## src/hw/rtl/etfp_pkg.sv

```systemverilog
// ---------------------------------------------------------------------------
// etfp_pkg
// Shared types, constants and register indexes for the escape-time fractal
// pixel evaluator.
// ---------------------------------------------------------------------------
package etfp_pkg;

   localparam int PIX_BITS  = 12;
   localparam int ITER_BITS = 16;
   localparam int FRAC_BITS = 26;

   // register indexes
   localparam logic [2:0] REG_RE_ORIGIN = 3'd0;
   localparam logic [2:0] REG_RE_STEP   = 3'd1;
   localparam logic [2:0] REG_IM_ORIGIN = 3'd2;
   localparam logic [2:0] REG_IM_STEP   = 3'd3;
   localparam logic [2:0] REG_ITER_LIM  = 3'd4;
   localparam logic [2:0] REG_KIND      = 3'd5;
   localparam logic [2:0] REG_JULIA_RE  = 3'd6;
   localparam logic [2:0] REG_JULIA_IM  = 3'd7;

   // fractal kinds
   localparam logic [1:0] KIND_MANDEL = 2'd0;
   localparam logic [1:0] KIND_JULIA  = 2'd1;
   localparam logic [1:0] KIND_SHIP   = 2'd2;
   localparam logic [1:0] KIND_NONE   = 2'd3;

   // back-end sequencer states
   typedef enum logic [2:0] {
      ST_IDLE,
      ST_MUL,
      ST_UPD,
      ST_SQRT,
      ST_DIV,
      ST_DONE
   } be_state_type;

   // work item from front to back: starting z and c
   typedef struct packed {
      logic        kill;
      logic        ship;
      logic [31:0] zr;
      logic [31:0] zi;
      logic [31:0] cr;
      logic [31:0] ci;
   } work_type;

   // saturate a 46-bit signed sum to 32 bits
   function automatic logic [31:0] sat32(input logic signed [45:0] v);
      logic [31:0] r;
      if (v > 46'sd2147483647)       r = 32'h7FFF_FFFF;
      else if (v < -46'sd2147483648) r = 32'h8000_0000;
      else                           r = v[31:0];
      return r;
   endfunction

endpackage

```

## src/hw/rtl/etfp_front.sv

```systemverilog
// ---------------------------------------------------------------------------
// etfp_front
// Accepts pixel requests, maps them to the complex plane and forms the
// starting z and c for the selected kind. Two registered stages.
// ---------------------------------------------------------------------------
module etfp_front (
   input  logic                             clock,
   input  logic                             reset,
   input  logic                             in_valid,
   output logic                             in_ready,
   input  logic [etfp_pkg::PIX_BITS-1:0]    col,
   input  logic [etfp_pkg::PIX_BITS-1:0]    row,
   input  logic [31:0]                      re_origin,
   input  logic [30:0]                      re_step,
   input  logic [31:0]                      im_origin,
   input  logic [30:0]                      im_step,
   input  logic [1:0]                       kind,
   input  logic [31:0]                      julia_re,
   input  logic [31:0]                      julia_im,
   output logic                             out_valid,
   input  logic                             out_ready,
   output etfp_pkg::work_type               out_work
);

   // stage 1: products
   logic        s1_v_ff, s1_v_in;
   logic [42:0] pr_prod_ff, pi_prod_ff;
   // stage 2: work item
   logic        s2_v_ff, s2_v_in;
   etfp_pkg::work_type s2_ff, s2_in;
   logic [31:0] pr, pi, pin;
   logic        adv2, adv1;

   assign adv2     = !s2_v_ff || out_ready;
   assign adv1     = !s1_v_ff || adv2;
   assign in_ready = adv1;

   always_comb begin
      s1_v_in = adv1 ? in_valid : s1_v_ff;
      s2_v_in = adv2 ? s1_v_ff : s2_v_ff;
   end

   // point coordinates and starting values
   always_comb begin
      pr  = etfp_pkg::sat32(46'($signed(re_origin)) + 46'($signed({1'b0, pr_prod_ff})));
      pi  = etfp_pkg::sat32(46'($signed(im_origin)) + 46'($signed({1'b0, pi_prod_ff})));
      pin = etfp_pkg::sat32(-46'($signed(pi)));
      s2_in      = s2_ff;
      s2_in.kill = (kind == etfp_pkg::KIND_NONE);
      s2_in.ship = (kind == etfp_pkg::KIND_SHIP);
      if (kind == etfp_pkg::KIND_JULIA) begin
         s2_in.zr = pr;
         s2_in.zi = pi;
         s2_in.cr = julia_re;
         s2_in.ci = julia_im;
      end else begin
         s2_in.zr = '0;
         s2_in.zi = '0;
         s2_in.cr = pr;
         s2_in.ci = (kind == etfp_pkg::KIND_SHIP) ? pin : pi;
      end
   end

   always_ff @(posedge clock) begin
      if (reset) begin
         s1_v_ff <= 1'b0;
         s2_v_ff <= 1'b0;
      end else begin
         s1_v_ff <= s1_v_in;
         s2_v_ff <= s2_v_in;
      end
      if (adv1 && in_valid) begin
         pr_prod_ff <= 43'(col) * 43'(re_step);
         pi_prod_ff <= 43'(row) * 43'(im_step);
      end
      if (adv2 && s1_v_ff) s2_ff <= s2_in;
   end

   assign out_valid = s2_v_ff;
   assign out_work  = s2_ff;

endmodule

```

## config.mk

```make
export PLATFORM = sky130hd
export DESIGN_NAME = etfp_front
export DESIGN_NICKNAME = d
export VERILOG_FILES = /design/src/hw/rtl/etfp_pkg.sv /design/src/hw/rtl/etfp_front.sv
export SDC_FILE = /design/constraint.sdc
export NUM_CORES = 2
export LEC_CHECK = 0
export BUFFER_PORTS_ARGS = -buffer_cell sky130_fd_sc_hd__buf_2
export CORE_MARGIN = 2
export CORE_UTILIZATION = 45
export CTS_BUF_LIST = sky130_fd_sc_hd__clkbuf_2
export DETAILED_ROUTE_END_ITERATION = 7
export GPL_TIMING_DRIVEN = 0
export PLACE_DENSITY = 0.67
export SLEW_MARGIN = 20
export SYNTH_ARGS = -nofsm -noshare
export SYNTH_HDL_FRONTEND = slang
export SYNTH_SLANG_ARGS = --single-unit
```

## constraint.sdc

```tcl
create_clock -name clock -period 9.8 [get_ports clock]
set_input_delay 0.98 -clock clock [delete_from_list [all_inputs] [get_ports clock]]
set_output_delay 0.98 -clock clock [all_outputs]
set_load 0.03 [all_outputs]
```

== Word-level counts from Yosys, hierarchy flattened ==
Index checks and enable logic that the tools add are counted.
Storage, ports and cells
  register bits after elaboration: 218
  bits of input ports: 220
  output and inout port bits: 132
  word-level logic and storage cells: 38
Operators by class
  add/sub/neg operators: 3
  $mul: 2
  order comparisons: 6
  equality and inequality tests: 3
  mux-type cells: 8
  reductions and logical operators: 6
Operators by type and width (count)
  $mux W32: 7
  $add A32 B44 Y45: 2
  $gt A45 B32 Y1 const B: 2
  $lt A45 B32 Y1 const B: 2
  $mul A12 B31 Y43: 2
  $mux W64: 1
  $gt A46 B32 Y1 const B: 1
  $lt A46 B32 Y1 const B: 1
  $neg A32 Y46: 1
  $eq A2 B2 Y1 const B: 2
  $eq A2 B1 Y1 const B: 1
  $logic_and A1 B1 Y1: 2
  $logic_not A1 Y1: 2
  $logic_or A1 B1 Y1: 2

== Logic depth before layout (Yosys ltp) ==
  depth after elaboration: 10
  mapped depth: 27
  mapped depth without buffers: 26

== Least setup slack after synthesis ==
OpenSTA, ideal clock, no wires.
  kind: in2reg
  start point: input port out_ready
  end point: register s2_ff (netlist bit out_work[0]) (enable)
  library setup time: 637 ps
  data arrival time: 6807 ps
  data required time: 9163 ps
  path slack: 2356 ps
  cell stages on the path: 2
  buffers on the path: 0
  path through: nor2b_1 > nor2b_1
On the way
  cells in the longest elaborated chain, start to end: 2
Ends and longest elaborated chain
  start: declaration: RTL line etfp_front.sv:21  | input logic out_ready,
  $logic_or A1 B1 Y1: RTL line etfp_front.sv:34  | assign adv2 = !s2_v_ff || out_ready;
  $logic_and A1 B1 Y1: RTL line etfp_front.sv:76  | if (adv2 && s1_v_ff) s2_ff <= s2_in;
  end signal: assignment: RTL line etfp_front.sv:76
  end: declaration: RTL line etfp_front.sv:30  | etfp_pkg::work_type s2_ff, s2_in;
Every way passes these cells.
A chain may end at the register's enable or synchronous reset.

== Worst setup path in the final report ==
  start point: input port row[3] (netlist name)
  end point: register pi_prod_ff[42], data pin
On the way
  cells in the longest elaborated chain, start to end: 1
Ends and longest elaborated chain
  start: declaration: RTL line etfp_front.sv:12  | input logic [etfp_pkg::PIX_BITS-1:0] row,
  $mul A12 B31 Y43: RTL line etfp_front.sv:74  | pi_prod_ff <= 43'(row) * 43'(im_step);
  end signal: assignment: RTL line etfp_front.sv:74
  end: declaration: RTL line etfp_front.sv:27  | logic [42:0] pr_prod_ff, pi_prod_ff;
Every way passes these cells.

==> flow_metrics.py <==
metrics = {
    "status": {
        "status": "finished with violations",
        "violations": "design-rule violations",
    },
    "global_routing": {
        "grt_max_degree": 58,
        "grt_pass1_vias": 32000,
        "antenna_found_initial": 17,
        "grt_overflow": 0,
        "track_usage_pct": 26.7,
        "grt_pass1_wl_um": 180000,
    },
    "clock_network": {
        "cts-htree-levels": 2,
        "cts_hold_buf": 0,
        "cts-buffers-inserted": 56,
        "clockBufferDepth": 3,
        "insertion_delay_ns": 0.99,
        "path_clk_slew_ns": 0.09,
        "cts-root-buf": "clkbuf_2",
        "cts_setup_buffers": 0,
        "clock-sinks": 218,
        "cts_resized": 0,
        "cts_tree": "built",
    },
    "place": {
        "routabilityCongestion": 0.962,
        "portBuffers": 350,
        "place_ws_ns": 1.50,
        "dp_cells": 5620,
        "dpl_cell_area_um2": 40800,
        "dp_hpwl_um": 95600,
    },
    "critical_path": {
        "critPathKind": "in -> reg",
        "cp-end-kind": "flop",
        "worst-path-max-fanout": 10,
        "worst-path-buf-inv": 3,
        "worstPathCellList": "buf_2 > clkbuf_1 > nand2_1 > fa_1 > fa_1 > fa_1 > fa_1 > inv_1 > fa_1 > ha_1 > o21ai_0 > a21boi_0 > o21ai_0 > a21boi_0 > o21ai_0 > o21ai_0 > a21o_1 > a32o_1 > or4_1 > nand2_1 > o21ai_0 > a21o_1 > a21oi_1 > xnor2_1",
        "cpPeakStageDelay_ns": 0.59,
        "rrSetupSlack_ns": 3.17,
        "required_ns": 10.44,
        "start_kind": "input port",
        "worstPathArrival_ns": 8.06,
        "critPathTopFamily": "adder cells",
        "slowest_stage": "fa_1",
    },
    "finish": {
        "layout-drive-gt1-share_pct": 10.9,
        "multi_input_area_um2": 28000,
        "syn_to_final_growth_pct": 10.2,
        "seq_area_um2": 6530,
        "final_cell_area_um2": 41400,
        "post-route-util_pct": 50.3,
        "finalNonFillerCells": 5739,
        "final_nets": 5662,
        "fillerInstances": 7835,
    },
    "sta": {
        "slew_headroom_pct": 31.5,
        "setup_viol": 0,
        "max_freq_ghz": 0.135,
        "finalClockSkew_ns": 0.112,
        "hold_slack_ns": 0.176,
        "fin_ws_ns": 2.38,
        "fin_crit_ns": 7.42,
        "worst_pin_slew_ns": 1.00,
        "timing.final.crit_share_pct": 75.7,
        "tns_ns": 0,
        "finalHoldViolCount": 0,
        "report.final.slew_viol_count": 0,
        "grt_setup_unrepaired": "no",
    },
    "logic_synthesis": {
        "async_flop_share_pct": 0,
        "ys_ff_latch": 218,
        "synth-edff-count": 216,
        "netlist_top_cells_count": "nand2_1, fa_1, inv_1",
        "synth_warnings": 0,
        "ys_seq_area_share_pct": 17.4,
        "syn-num-nets": 5248,
        "synth_area_um2": 37500,
        "syn_area_per_cell_um2": 8.94,
        "synth_area_leader_cell": "fa_1",
        "synth_top_area_share_pct": 31.1,
        "yosysMostFrequentCell": "nand2_1",
        "synthTopCellsByArea": "fa_1, edfxtp_1, ha_1",
        "synth_ff_type": "edfxtp_1",
        "netlist_instances": 4194,
        "ys_types": 95,
    },
    "floorplanning": {
        "dieArea_um2": 85700,
        "initial_core_util_pct": 45.6,
        "core_um2": 82200,
        "fp.dieW_um": 293,
        "die_h_um": 293,
        "ios": 352,
        "num_rows": 105,
    },
    "routing": {
        "drt_pre_antenna_iters": 8,
        "drt.antenna.violating_nets": 0,
        "post_drt_wl_per_cell_um": 20.0,
        "vias": 32100,
        "wl_um": 115000,
        "routed_via_density": 5.59,
        "drt-initial-drc-count": 2482,
        "drc": 1,
    },
    "power_and_ir_drop": {
        "power.internal_mw": 6.79,
        "power_frac_clock_pct": 4.8,
        "switchingPower_mw": 7.59,
        "switching_share_pct": 52.8,
        "p_seq_share_pct": 13.0,
        "p_comb_share_pct": 82.3,
        "p_leak_nw": 19.3,
        "power_mw": 14.4,
        "power_density_nw_per_um2": 348,
        "peakVddDrop_v": 0.000303,
    },
    "job": {
        "cap_viol_max_count": 0,
    },
    "min_path": {
        "min_path_type": "in -> reg",
    },
}
-- cell type report --
class                      count  share of cell area (%)
multi-input combinational   3179                    67.7
clock buffer                  76                   0.920
buffer                       216                    2.03
tap                         1070                    3.24
inverter                     581                    5.27
sequential                   218                    15.8
clock inverter                27                   0.424
timing repair buffer         356                    4.58
antenna                       16                  0.0968
-- registers in the layout (all words and copies together) (netlist names) --
signal / flops
out_valid: 1
out_work: 130
pi_prod_ff: 43
pr_prod_ff: 43
s1_v_ff: 1
-- final timing paths --
check | startpoint | to | depth (start not counted)
worst max-delay path | row[3] | pi_prod_ff[42]$_DFFE_PP_ | 24
worst min-delay path | reset | s1_v_ff$_SDFFE_PP0N_ | 2
worst max register to register | pi_prod_ff[5]$_DFFE_PP_ | out_work[25]$_DFFE_PP_ | 21
worst min register to register | s1_v_ff$_SDFFE_PP0N_ | out_valid$_SDFFE_PP0P_ | 2
-- logic make-up (layout without fill, tap and decap cells) --
group                      count (synthesis)  after routing  share of synthesized area, %
adders and majority gates                834            834                          39.5
muxes                                     25             25                         0.704
other                                      0             16                             0
DFF                                      218            218                          17.4
buffers and inverters                    797           1256                          8.05
xor gates and xnor gates                 138            138                          3.22
and+or+nand+nor                         1441           1441                          18.1
AOI/OAI and AO/OA                        741            741                          13.0
-- cells in the final DEF, fill, tap and decap left out, types with 9 or more instances in the layout --
master	instances
or2_2	9
o21a_1	35
mux2i_1	17
inv_1	578
or3_1	12
a21o_1	89
a211o_1	10
clkinv_1	18
clkbuf_2	76
nand3_1	50
nor2_1	196
and3_1	26
xor2_1	39
a21oi_1	205
fa_1	582
nand2_1	689
a211oi_1	23
a22oi_1	9
nand2b_1	24
and2_1	248
a31oi_1	24
o211ai_1	13
buf_2	366
o21bai_1	17
diode_2	16
o221ai_1	25
o21ai_1	12
nor2b_1	34
nor3_1	52
o31ai_1	10
edfxtp_1	216
clkbuf_1	197
nand4_1	29
o21ai_0	152
ha_1	252
nor4_1	19
xnor2_1	99
-- power by group through the flow --
| stage | combinational (mW) | sequential (mW) | clock (mW) |
|---|---|---|---|
| 2_1_floorplan | 8.60 | 1.99 | 0 |
| 3_3_place_gp | 11.6 | 1.90 | 0 |
| 3_5_place_dp | 11.7 | 1.89 | 0 |
| 4_1_cts | 11.8 | 1.87 | 0.704 |
| 5_1_grt | 13.3 | 1.89 | 0.748 |
| 6_report | 11.8 | 1.87 | 0.685 |
-- layer usage --
metal  vias up  routed length, µm  global-route usage [%]
li1      14700                  -                       -
met1     15800              49400                    37.0
met2      1438              52400                    43.3
met3       244               8250                    3.20
met4         2               4500                    9.68
met5         -                 13                       0
Note: power is estimated with default switching activity, not from simulation.
