File: src/hw/rtl/etfp_pkg.sv
// ---------------------------------------------------------------------------
// etfp_pkg
// Shared types, constants and register indexes for the escape-time fractal
// pixel evaluator.
// ---------------------------------------------------------------------------
package etfp_pkg;

   localparam int PIX_BITS  = 12;
   localparam int ITER_BITS = 16;
   localparam int FRAC_BITS = 26;

   // register indexes
   localparam logic [2:0] REG_RE_ORIGIN = 3'd0;
   localparam logic [2:0] REG_RE_STEP   = 3'd1;
   localparam logic [2:0] REG_IM_ORIGIN = 3'd2;
   localparam logic [2:0] REG_IM_STEP   = 3'd3;
   localparam logic [2:0] REG_ITER_LIM  = 3'd4;
   localparam logic [2:0] REG_KIND      = 3'd5;
   localparam logic [2:0] REG_JULIA_RE  = 3'd6;
   localparam logic [2:0] REG_JULIA_IM  = 3'd7;

   // fractal kinds
   localparam logic [1:0] KIND_MANDEL = 2'd0;
   localparam logic [1:0] KIND_JULIA  = 2'd1;
   localparam logic [1:0] KIND_SHIP   = 2'd2;
   localparam logic [1:0] KIND_NONE   = 2'd3;

   // back-end sequencer states
   typedef enum logic [2:0] {
      ST_IDLE,
      ST_MUL,
      ST_UPD,
      ST_SQRT,
      ST_DIV,
      ST_DONE
   } be_state_type;

   // work item from front to back: starting z and c
   typedef struct packed {
      logic        kill;
      logic        ship;
      logic [31:0] zr;
      logic [31:0] zi;
      logic [31:0] cr;
      logic [31:0] ci;
   } work_type;

   // saturate a 46-bit signed sum to 32 bits
   function automatic logic [31:0] sat32(input logic signed [45:0] v);
      logic [31:0] r;
      if (v > 46'sd2147483647)       r = 32'h7FFF_FFFF;
      else if (v < -46'sd2147483648) r = 32'h8000_0000;
      else                           r = v[31:0];
      return r;
   endfunction

endpackage

File: src/hw/rtl/etfp_queue.sv
// ---------------------------------------------------------------------------
// etfp_queue
// Two-entry queue of work items between front and back.
// ---------------------------------------------------------------------------
module etfp_queue (
   input  logic               clock,
   input  logic               reset,
   input  logic               in_valid,
   output logic               in_ready,
   input  etfp_pkg::work_type in_work,
   output logic               out_valid,
   input  logic               out_ready,
   output etfp_pkg::work_type out_work
);

   etfp_pkg::work_type mem_ff [2];
   logic       wp_ff, wp_in, rp_ff, rp_in;
   logic [1:0] cnt_ff, cnt_in;
   logic       push, pop;

   assign in_ready  = (cnt_ff != 2'd2);
   assign out_valid = (cnt_ff != 2'd0);
   assign out_work  = mem_ff[rp_ff];
   assign push      = in_valid && in_ready;
   assign pop       = out_valid && out_ready;

   always_comb begin
      wp_in  = push ? ~wp_ff : wp_ff;
      rp_in  = pop ? ~rp_ff : rp_ff;
      cnt_in = cnt_ff + 2'(push) - 2'(pop);
   end

   always_ff @(posedge clock) begin
      if (reset) begin
         wp_ff  <= 1'b0;
         rp_ff  <= 1'b0;
         cnt_ff <= 2'd0;
      end else begin
         wp_ff  <= wp_in;
         rp_ff  <= rp_in;
         cnt_ff <= cnt_in;
      end
      if (push) mem_ff[wp_ff] <= in_work;
   end

`ifndef SYNTH
   a_cnt_range: assert property (@(posedge clock) disable iff (reset) cnt_ff != 2'd3)
      else $error("queue count out of range");
   a_full_no_push: assert property (@(posedge clock) disable iff (reset)
      (cnt_ff == 2'd2 && !pop) |=> cnt_ff == 2'd2)
      else $error("queue lost an entry");
   a_empty_stays: assert property (@(posedge clock) disable iff (reset)
      (cnt_ff == 2'd0 && !push) |=> cnt_ff == 2'd0)
      else $error("queue invented an entry");
`endif

endmodule

File: config.mk
export PLATFORM = sky130hd
export DESIGN_NAME = etfp_queue
export DESIGN_NICKNAME = d
export VERILOG_FILES = /design/src/hw/rtl/etfp_pkg.sv /design/src/hw/rtl/etfp_queue.sv
export SDC_FILE = /design/constraint.sdc
export NUM_CORES = 1
export LEC_CHECK = 0
export ABC_CLOCK_PERIOD_IN_PS = 8350
export BUFFER_PORTS_ARGS = -buffer_cell sky130_fd_sc_hd__buf_2
export CAP_MARGIN = 15
export CORE_MARGIN = 2
export CORE_UTILIZATION = 30
export CTS_CLUSTER_DIAMETER = 200
export DETAILED_ROUTE_END_ITERATION = 10
export SLEW_MARGIN = 0
export SYNTH_ARGS = -nofsm -noshare
export SYNTH_HDL_FRONTEND = slang
export SYNTH_SLANG_ARGS = --single-unit
export TNS_END_PERCENT = 20
File: constraint.sdc
create_clock -name clock -period 8.35 [get_ports clock]
set_input_delay 0 -clock clock [delete_from_list [all_inputs] [get_ports clock]]
set_output_delay 0 -clock clock [all_outputs]
set_load 0.01 [all_outputs]
======== Word-level counts from Yosys, hierarchy flattened ========
Memory sizes are Yosys's and may differ from the RTL's. A register that Yosys moved wholly into a read port is not among the register bits.
Index checks and enable logic that the tools add are counted.
cells by class
  $add $sub $neg .......................... 2
  eq/ne operators ......................... 1
  bitwise gates (word level) .............. 2
  mux-type cells .......................... 4
  reduce and logical (&&, ||, !) cells .... 3
operators by type and width
  kind                  number
  $mux W1               4
  $add A2 B1 Y2         1
  $logic_and A1 B1 Y1   2
  $ne A2 B2 Y1 const B  1
  $not A1 Y1            2
  $reduce_bool A2 Y1    1
  $sub A2 B1 Y2         1
storage, ports and cells
  output and inout port bits .............. 132
  word-level logic and storage cells ...... 16
  memories kept ........................... 1
  RAM bits ................................ 260
  register bits ........................... 4
memory list
  memory  words  width  read ports  clocked after Yosys merged registers in  write ports  line              source
  mem_ff  2      130    1           1                                        1            etfp_queue.sv:16  etfp_pkg::work_type mem_ff [2];

======== Depth between registers and ports, before layout ========
Gate-level depths: netlist of the first run.
  word-level depth ........................ 4
  mapped depth ............................ 8

======== Worst setup path after synthesis of the first run ========
OpenSTA, ideal clock, no wires.
  kind .................................... reg2reg
  start point ............................. reg cnt_ff[0]
  end point ............................... mem mem_ff[0][0] in the netlist's numbering, enable pin
  clock period less this slack ............ 6.667 ns
  arrival ................................. 6.047 ns
  setup time .............................. 0.621 ns
  buffers on the path ..................... 0
  slack ................................... 1.683 ns
  required time ........................... 7.729 ns
  cell stages (with the launch flop) ...... 4
  cell sequence ........................... dfxtp_1 > nand2b_1 > nand2_1 > nor2_1
between the ends
  longest elaborated chain between the ends .. 4
RTL lines
  item                           line              source
  start, declared                etfp_queue.sv:18  logic [1:0] cnt_ff, cnt_in;
  start signal, assigned         etfp_queue.sv:41  cnt_ff <= cnt_in;
  $ne A2 B2 Y1                   etfp_queue.sv:21  assign in_ready = (cnt_ff != 2'd2);
  via in_ready                   etfp_queue.sv:9   output logic in_ready,
  $logic_and A1 B1 Y1            etfp_queue.sv:24  assign push = in_valid && in_ready;
  $mux W1                        etfp_queue.sv:43  if (push) mem_ff[wp_ff] <= in_work;
  $mux W1 (implied by the code)  etfp_queue.sv:43
  end, declared                  etfp_queue.sv:16
The timed path passes the listed nets, and every way through them passes these cells.

==> results of run 1 <==
sequential cells by signal (all words and copies together) (netlist names), named ones only:
signal  cells
wp_ff       1
mem_ff    260
cnt_ff      2
rp_ff       1
synth_stat cells:
cell type	count	area (sq um)
edfxtp_1	260	7810
mux2_2	131	1480
buf_6	10	113
dfxtp_1	5	100
nor2_1	5	18.8
buf_2	3	15.0
ha_1	2	25.0
nor2b_1	2	12.5
xnor2_1	2	17.5
and3_1	1	6.26
buf_4	1	7.51
inv_1	1	3.75
nand2_1	1	3.75
nand2b_1	1	6.26
o21a_1	1	7.51
or2_2	1	6.26
xor2_1	1	8.76
kinds of logic (layout without fill, tap and decap cells):
logic type | after synthesis | count (layout) | share of synthesized area (%)
AO/OA/AOI/OAI | 1 | 1 | 0.0780
adder cells (fa/ha/maj) | 2 | 2 | 0.260
multiplexers | 131 | 131 | 15.3
AND/OR/NAND/NOR | 11 | 11 | 0.559
flip-flops | 265 | 265 | 82.1
buffers and inverters | 15 | 456 | 1.44
XOR/XNOR | 3 | 3 | 0.273
report_power, final:
| group | internal (W) | leakage [nW] | switching, W |
|---|---|---|---|
| Combinational | 0.000411 | 2.17 | 0.000428 |
| Clock | 0.000693 | 0.430 | 0.000491 |
| Sequential | 0.00167 | 2.47 | 0.0000761 |
layout make-up:
| cell class | count | share of cell area [%] |
|---|---|---|
| Timing Repair Buffer | 403 | 19.8 |
| Clock buffer | 34 | 5.47 |
| Sequential cell | 265 | 58.2 |
| Inverter | 1 | 0.0276 |
| Clock inverter | 18 | 1.02 |
| Tap cell | 402 | 3.70 |
| Multi-Input combinational cell | 148 | 11.8 |
worst max-delay path, cell delays in order (launching register included):
cell and delay [ns]:
dfxtp_4 0.91, buf_4 0.85, mux2_2 0.42, buf_2 0.15
stage by stage:
| stage | hold slack [ns] | setup WS, ns | instance area, sq um |
|---|---|---|---|
| finish | 0.184 | 5.34 | 13600 |
| global route | 0.174 | 5.15 | 13600 |
| CTS | 0.153 | 5.27 | 13600 |
| detailed placement | 0.192 | 5.53 | 11400 |
| global placement | 0.187 | 5.51 | 11400 |
| floorplan | 0.0716 | 1.68 | 9630 |
layer usage:
metal	vias to the layer above	routed length [um]	GRT usage, %
met5	-	0	0
met4	0	731	4.19
met3	40	1460	3.57
met2	176	10100	20.3
met1	2644	7800	12.4
li1	2548	-	-
worst paths after layout:
| check | startpoint | endpoint | cells past startpoint |
|---|---|---|---|
| min reg2reg | rp_ff$_SDFFE_PP0P_ | rp_ff$_SDFFE_PP0P_ | 2 |
| max | flip-flop | out_work[19] | 3 |
| max reg2reg | cnt_ff[0]$_SDFF_PP0_ | mem_ff[0][59]$_DFFE_PP_ | 5 |
| min | in_work[103] | mem_ff[1][103]$_DFFE_PP_ | 2 |
==> run_results.csv, run 1 <==
group,metric,value,unit
status,status,"finished clean",
cells_and_area,syn_to_final_growth,41.2,%
setup_path,critPathMaxFanout,69,
detailed_routing,ant_nets,0,
cts,cts_tree,"done",
floorplan,initial_core_util,30.5,%
worst_hold_path,hold_path_class,"primary input to flip-flop",
placement,place.gp.congestion,0.691,
cells_and_area,final_common_cell,"buf_2",
floorplan,core_area,0.0316,sq mm
detailed_routing,drtIter0Drc,221,
sta,relSlewSlack,35.2,%
global_route,grt_first_pass_wirelength,29700,um
sta,worst_slew_pin_slew,0.972,ns
cts,post_cts_resized,0,
detailed_routing,post_drt_wl_per_cell,15.8,um
power_and_ir_drop,pwr_density_cell,277,mW/mm^2
power_and_ir_drop,peakVddDrop,175,uV
global_route,grt_usage,11.3,%
synth,ys_seq_area_share,82.1,%
setup_path,critPathLaunchType,"flip-flop",
detailed_routing,vias,5408,
synth,avgSynthCellArea,22.5,sq um
setup_path,rrSetupSlack,5.57,ns
synth,synth_warnings,0,
cells_and_area,stdcell_count,1271,
flow_run,drv_cap,0,
cells_and_area,seq_area,0.00791,sq mm
placement,portBuffers,265,
sta,final_hold_viol_count,0,
sta,fin_worst_skew,0.00981,ns
cts,h-tree-depth,1,
sta,period_minus_slack,3.01,ns
global_route,antenna_found_initial,0,
power_and_ir_drop,p_leak,5.07,nW
cts,path_clk_slew,0.06,ns
detailed_routing,drcViolationCount,0,
placement,dp_hpwl,12100,um
cts,clock_path_buffers,3,
sta,rsz0062_at_grt,"no",
cts,cts_setup_buffers,0,
synth,yosysUniqueCellTypes,17,
sta,finalSetupViolCount,0,
detailed_routing,vias_per_cell,4.25,
synth,syn_area,0.00963,sq mm
cts,holdBufCountCts,134,
synth,synth_seq_cells,265,
cells_and_area,drive_gt1_share,50.9,%
floorplan,rows,65,
cts,cts_root_buffer,"clkbuf_16",
sta,fmax,332,MHz
floorplan,io_pins,266,
sta,setup_tns,0,ns
setup_path,critPathRequiredTime,8.35,ns
detailed_routing,dr.pass1.iters,4,
sta,post-route-period-util,36.0,%
cells_and_area,multi_input_area,0.00160,sq mm
synth,syn-num-nets,564,
cells_and_area,final_cell_mix,"buf_2 (265), edfxtp_1 (260), dlygate4sd3_1 (134), mux2_2 (131), clkbuf_16 (29)",
synth,synthCells,428,
cells_and_area,diodes,0,
global_route,grt_pass1_vias,5769,
setup_path,cp.arrival,3.01,ns
setup_path,crit_type,"flip-flop to output port",
floorplan,die_y,183,um
cells_and_area,fillCellCount,2802,
placement,dp.cells,1085,
floorplan,fp.dieW,183,um
floorplan,die-area,0.0336,sq mm
cells_and_area,fin_nets,983,
global_route,grt_max_degree,70,
cts,clk_latency,0.54,ns
detailed_routing,routed_wl,20100,um
cells_and_area,fin_util,43.1,%
setup_path,crit_path_end_kind,"output port",
cts,clock-sinks,265,
cts,numCtsBuffers,28,
sta,final_max_slew_viol_count,0,
global_route,overflow,0,
power_and_ir_drop,fin_total_pwr,0.00377,W
(Power assumes the default switching activity.)
==> run 2, diff against run 1 <==
ABC_AREA = 1   (was not set)
ABC_CLOCK_PERIOD_IN_PS = 2700   (was 8350)
clock period = 2.7 ns   (was 8.35 ns; I/O delays follow)
==> run 2 against run 1 <==
- power grew to 3.1 times the previous value
- register-to-register slack lost 4.4 ns
- final cell count grew 0.87%
- critical path type unchanged
- sequential power grew to 3.0 times the previous value
- core utilization grew 0.21 points
- sequential share of layout area shrank 0.41 points
- die area grew 0.16%
- cell area grew 0.74%
==> run_results.csv, run 2 <==
group,metric,value,unit
synth,synth-edff-count,260,
status,status,"finished clean",
sta,final_max_slew_viol_count,0,
cells_and_area,final_common_cell,"buf_2",
cts,holdBufCountCts,133,
sta,worst_slew_pin_slew,0.497,ns
cts,clock-sinks,265,
setup_path,reg2reg_depth,5,
placement,dp.cells,1100,
cells_and_area,drive_gt1_share,50.7,%
detailed_routing,routed_wl,20400,um
synth,synthCells,441,
floorplan,core_area,0.0316,sq mm
synth,ys_seq_area_share,81.9,%
floorplan,fp.dieW,183,um
global_route,grt_pass1_vias,5593,
placement,dp_hpwl,12200,um
sta,rsz0062_at_grt,"no",
cells_and_area,stdcell_count,1282,
synth,synth_seq_cells,265,
synth,yosysUniqueCellTypes,12,
setup_path,critical-path-top-delay-family,"buffers and inverters",
synth,ys_top_cells_by_count,"edfxtp_1 (260), mux2_2 (130), buf_6 (10)",
cts,cts_tree,"done",
setup_path,rrSetupSlack,1.18,ns
cells_and_area,final_cell_mix,"buf_2 (265), edfxtp_1 (260), dlygate4sd3_1 (133), mux2_2 (130), clkbuf_16 (29)",
synth,syn_area,0.00965,sq mm
setup_path,cpMaxStageDelayCell,"mux2_2",
synth,synth_area_leaders,"edfxtp_1 (81%), mux2_2 (15%), buf_6 (1.2%)",
cts,path_clk_slew,0.06,ns
power_and_ir_drop,p_leak,5.11,nW
worst_hold_path,hold_path_class,"primary input to flip-flop",
sta,post-route-period-util,69.4,%
sta,fin_worst_skew,0.00753,ns
setup_path,critPathBufInv,2,
setup_path,cp.arrival,1.87,ns
cells_and_area,syn_to_final_growth,42.0,%
floorplan,rows,65,
synth,avgSynthCellArea,21.9,sq um
sta,setup_ws,0.827,ns
detailed_routing,post_drt_wl_per_cell,15.9,um
setup_path,cp_cell_sequence,"buf_12 -> mux2_2 -> buf_2",
setup_path,crit_type,"flip-flop to output port",
setup_path,worstSetupEndpoint,"out_work[67]",
global_route,antenna_found_initial,0,
sta,relSlewSlack,66.8,%
floorplan,initial_core_util,30.5,%
synth,syn-num-nets,577,
setup_path,critPathRequiredTime,2.70,ns
sta,finalSetupViolCount,0,
cts,cts_setup_buffers,0,
cts,clock_path_buffers,3,
global_route,overflow,0,
synth,synth_top_area_share,80.9,%
global_route,grt_first_pass_wirelength,30100,um
synth,synth.most_common_cell,"edfxtp_1",
flow_run,drv_cap,0,
setup_path,critPathMaxFanout,69,
cells_and_area,fin_nets,997,
cts,clk_latency,0.53,ns
setup_path,r2r-start,"cnt_ff[0]$_SDFF_PP0_",
synth,synth_top_area_cell,"edfxtp_1",
cells_and_area,top_register,"mem_ff",
cells_and_area,diodes,0,
cells_and_area,reg_top3,"mem_ff (260), cnt_ff (2)",
cts,numCtsBuffers,28,
power_and_ir_drop,pwr_density_cell,855,mW/mm^2
floorplan,die-area,0.0336,sq mm
detailed_routing,vias,5476,
cts,h-tree-depth,1,
floorplan,io_pins,266,
floorplan,die_y,183,um
sta,fin_hold_ws,0.178,ns
setup_path,r2r_end,"mem_ff[0][85]$_DFFE_PP_",
power_and_ir_drop,peakVddDrop,654,uV
detailed_routing,ant_nets,0,
global_route,grt_max_degree,74,
setup_path,slowest_delay,0.41,ns
cts,post_cts_resized,0,
setup_path,cp_num_cells,3,
detailed_routing,drcViolationCount,0,
synth,async_reset_ff_share,0,%
placement,place.gp.congestion,0.708,
synth,synth_flop_cell,"edfxtp_1",
setup_path,crit_path_end_kind,"output port",
sta,fmax,534,MHz
detailed_routing,drtIter0Drc,245,
cells_and_area,largest_reg_flops,260,
synth,synth_warnings,0,
sta,period_minus_slack,1.87,ns
placement,portBuffers,265,
placement,pre_cts_ws,1.21,ns
sta,final_hold_viol_count,0,
detailed_routing,vias_per_cell,4.27,
setup_path,critPathLaunchType,"flip-flop",
cts,cts_root_buffer,"clkbuf_16",
detailed_routing,dr.pass1.iters,4,
global_route,grt_usage,11.4,%
run 2: how the worst min path moves through the flow:
stage	start	cells after the start	slack (ns)	endpoint
floorplan	reset	1	0.06	cnt_ff[0]$_SDFF_PP0_
global placement	in_work[20]	1	0.19	mem_ff[0][20]$_DFFE_PP_
detailed placement	reset	2	0.19	cnt_ff[0]$_SDFF_PP0_
CTS	in_work[120]	2	0.14	mem_ff[0][120]$_DFFE_PP_
global route	in_work[117]	2	0.17	mem_ff[1][117]$_DFFE_PP_
finish	reset	3	0.18	cnt_ff[0]$_SDFF_PP0_
run 2: cell families after synthesis:
logic type,synth area share (%)
simple gates,0.817
flops,81.9
compound gates,0.104
buf+inv,1.71
mux,15.2
fa+ha+maj,0.259
run 2: final cells by class:
class	instances	area [sq um]
Fill cell	2822	17900
Sequential cell	265	7910
Timing Repair Buffer	404	2780
Multi-Input combinational cell	154	1610
Clock buffer	35	748
Tap cell	402	503
Clock inverter	14	118
Inverter	8	33.8
run 2: metal layers:
| layer | up-vias | global-route usage [%] | routed length (um) |
|---|---|---|---|
| met1 | 2673 | 13.6 | 8340 |
| met2 | 188 | 19.9 | 10100 |
| li1 | 2577 | - | - |
| met5 | - | 0 | 0 |
| met3 | 38 | 3.16 | 1360 |
| met4 | 0 | 4.03 | 620 |
run 2: worst reg2reg max path, cell delays in order (launching register included):
cell and delay (ns):
dfxtp_2 0.34, inv_2 0.05, nand2_4 0.08, nand2_4 0.06
nor2_4 0.16, buf_12 0.32
run 2: power breakdown:
group	internal, W	total (W)	switching [W]
clock network	0.00213	0.00362	0.00149
registers	0.00521	0.00533	0.000126
logic	0.00129	0.00276	0.00147
run 2: per-stage QoR:
step	power [W]	util (%)	instance area (sq um)	TNS (ns)
finish	0.0117	43.3	13700	0
global route	0.0123	43.3	13700	0
CTS	0.0119	43.3	13700	0
detailed placement	0.00807	36.4	11500	0
global placement	0.00804	36.4	11500	0
floorplan	0.00705	-	9680	-40.36
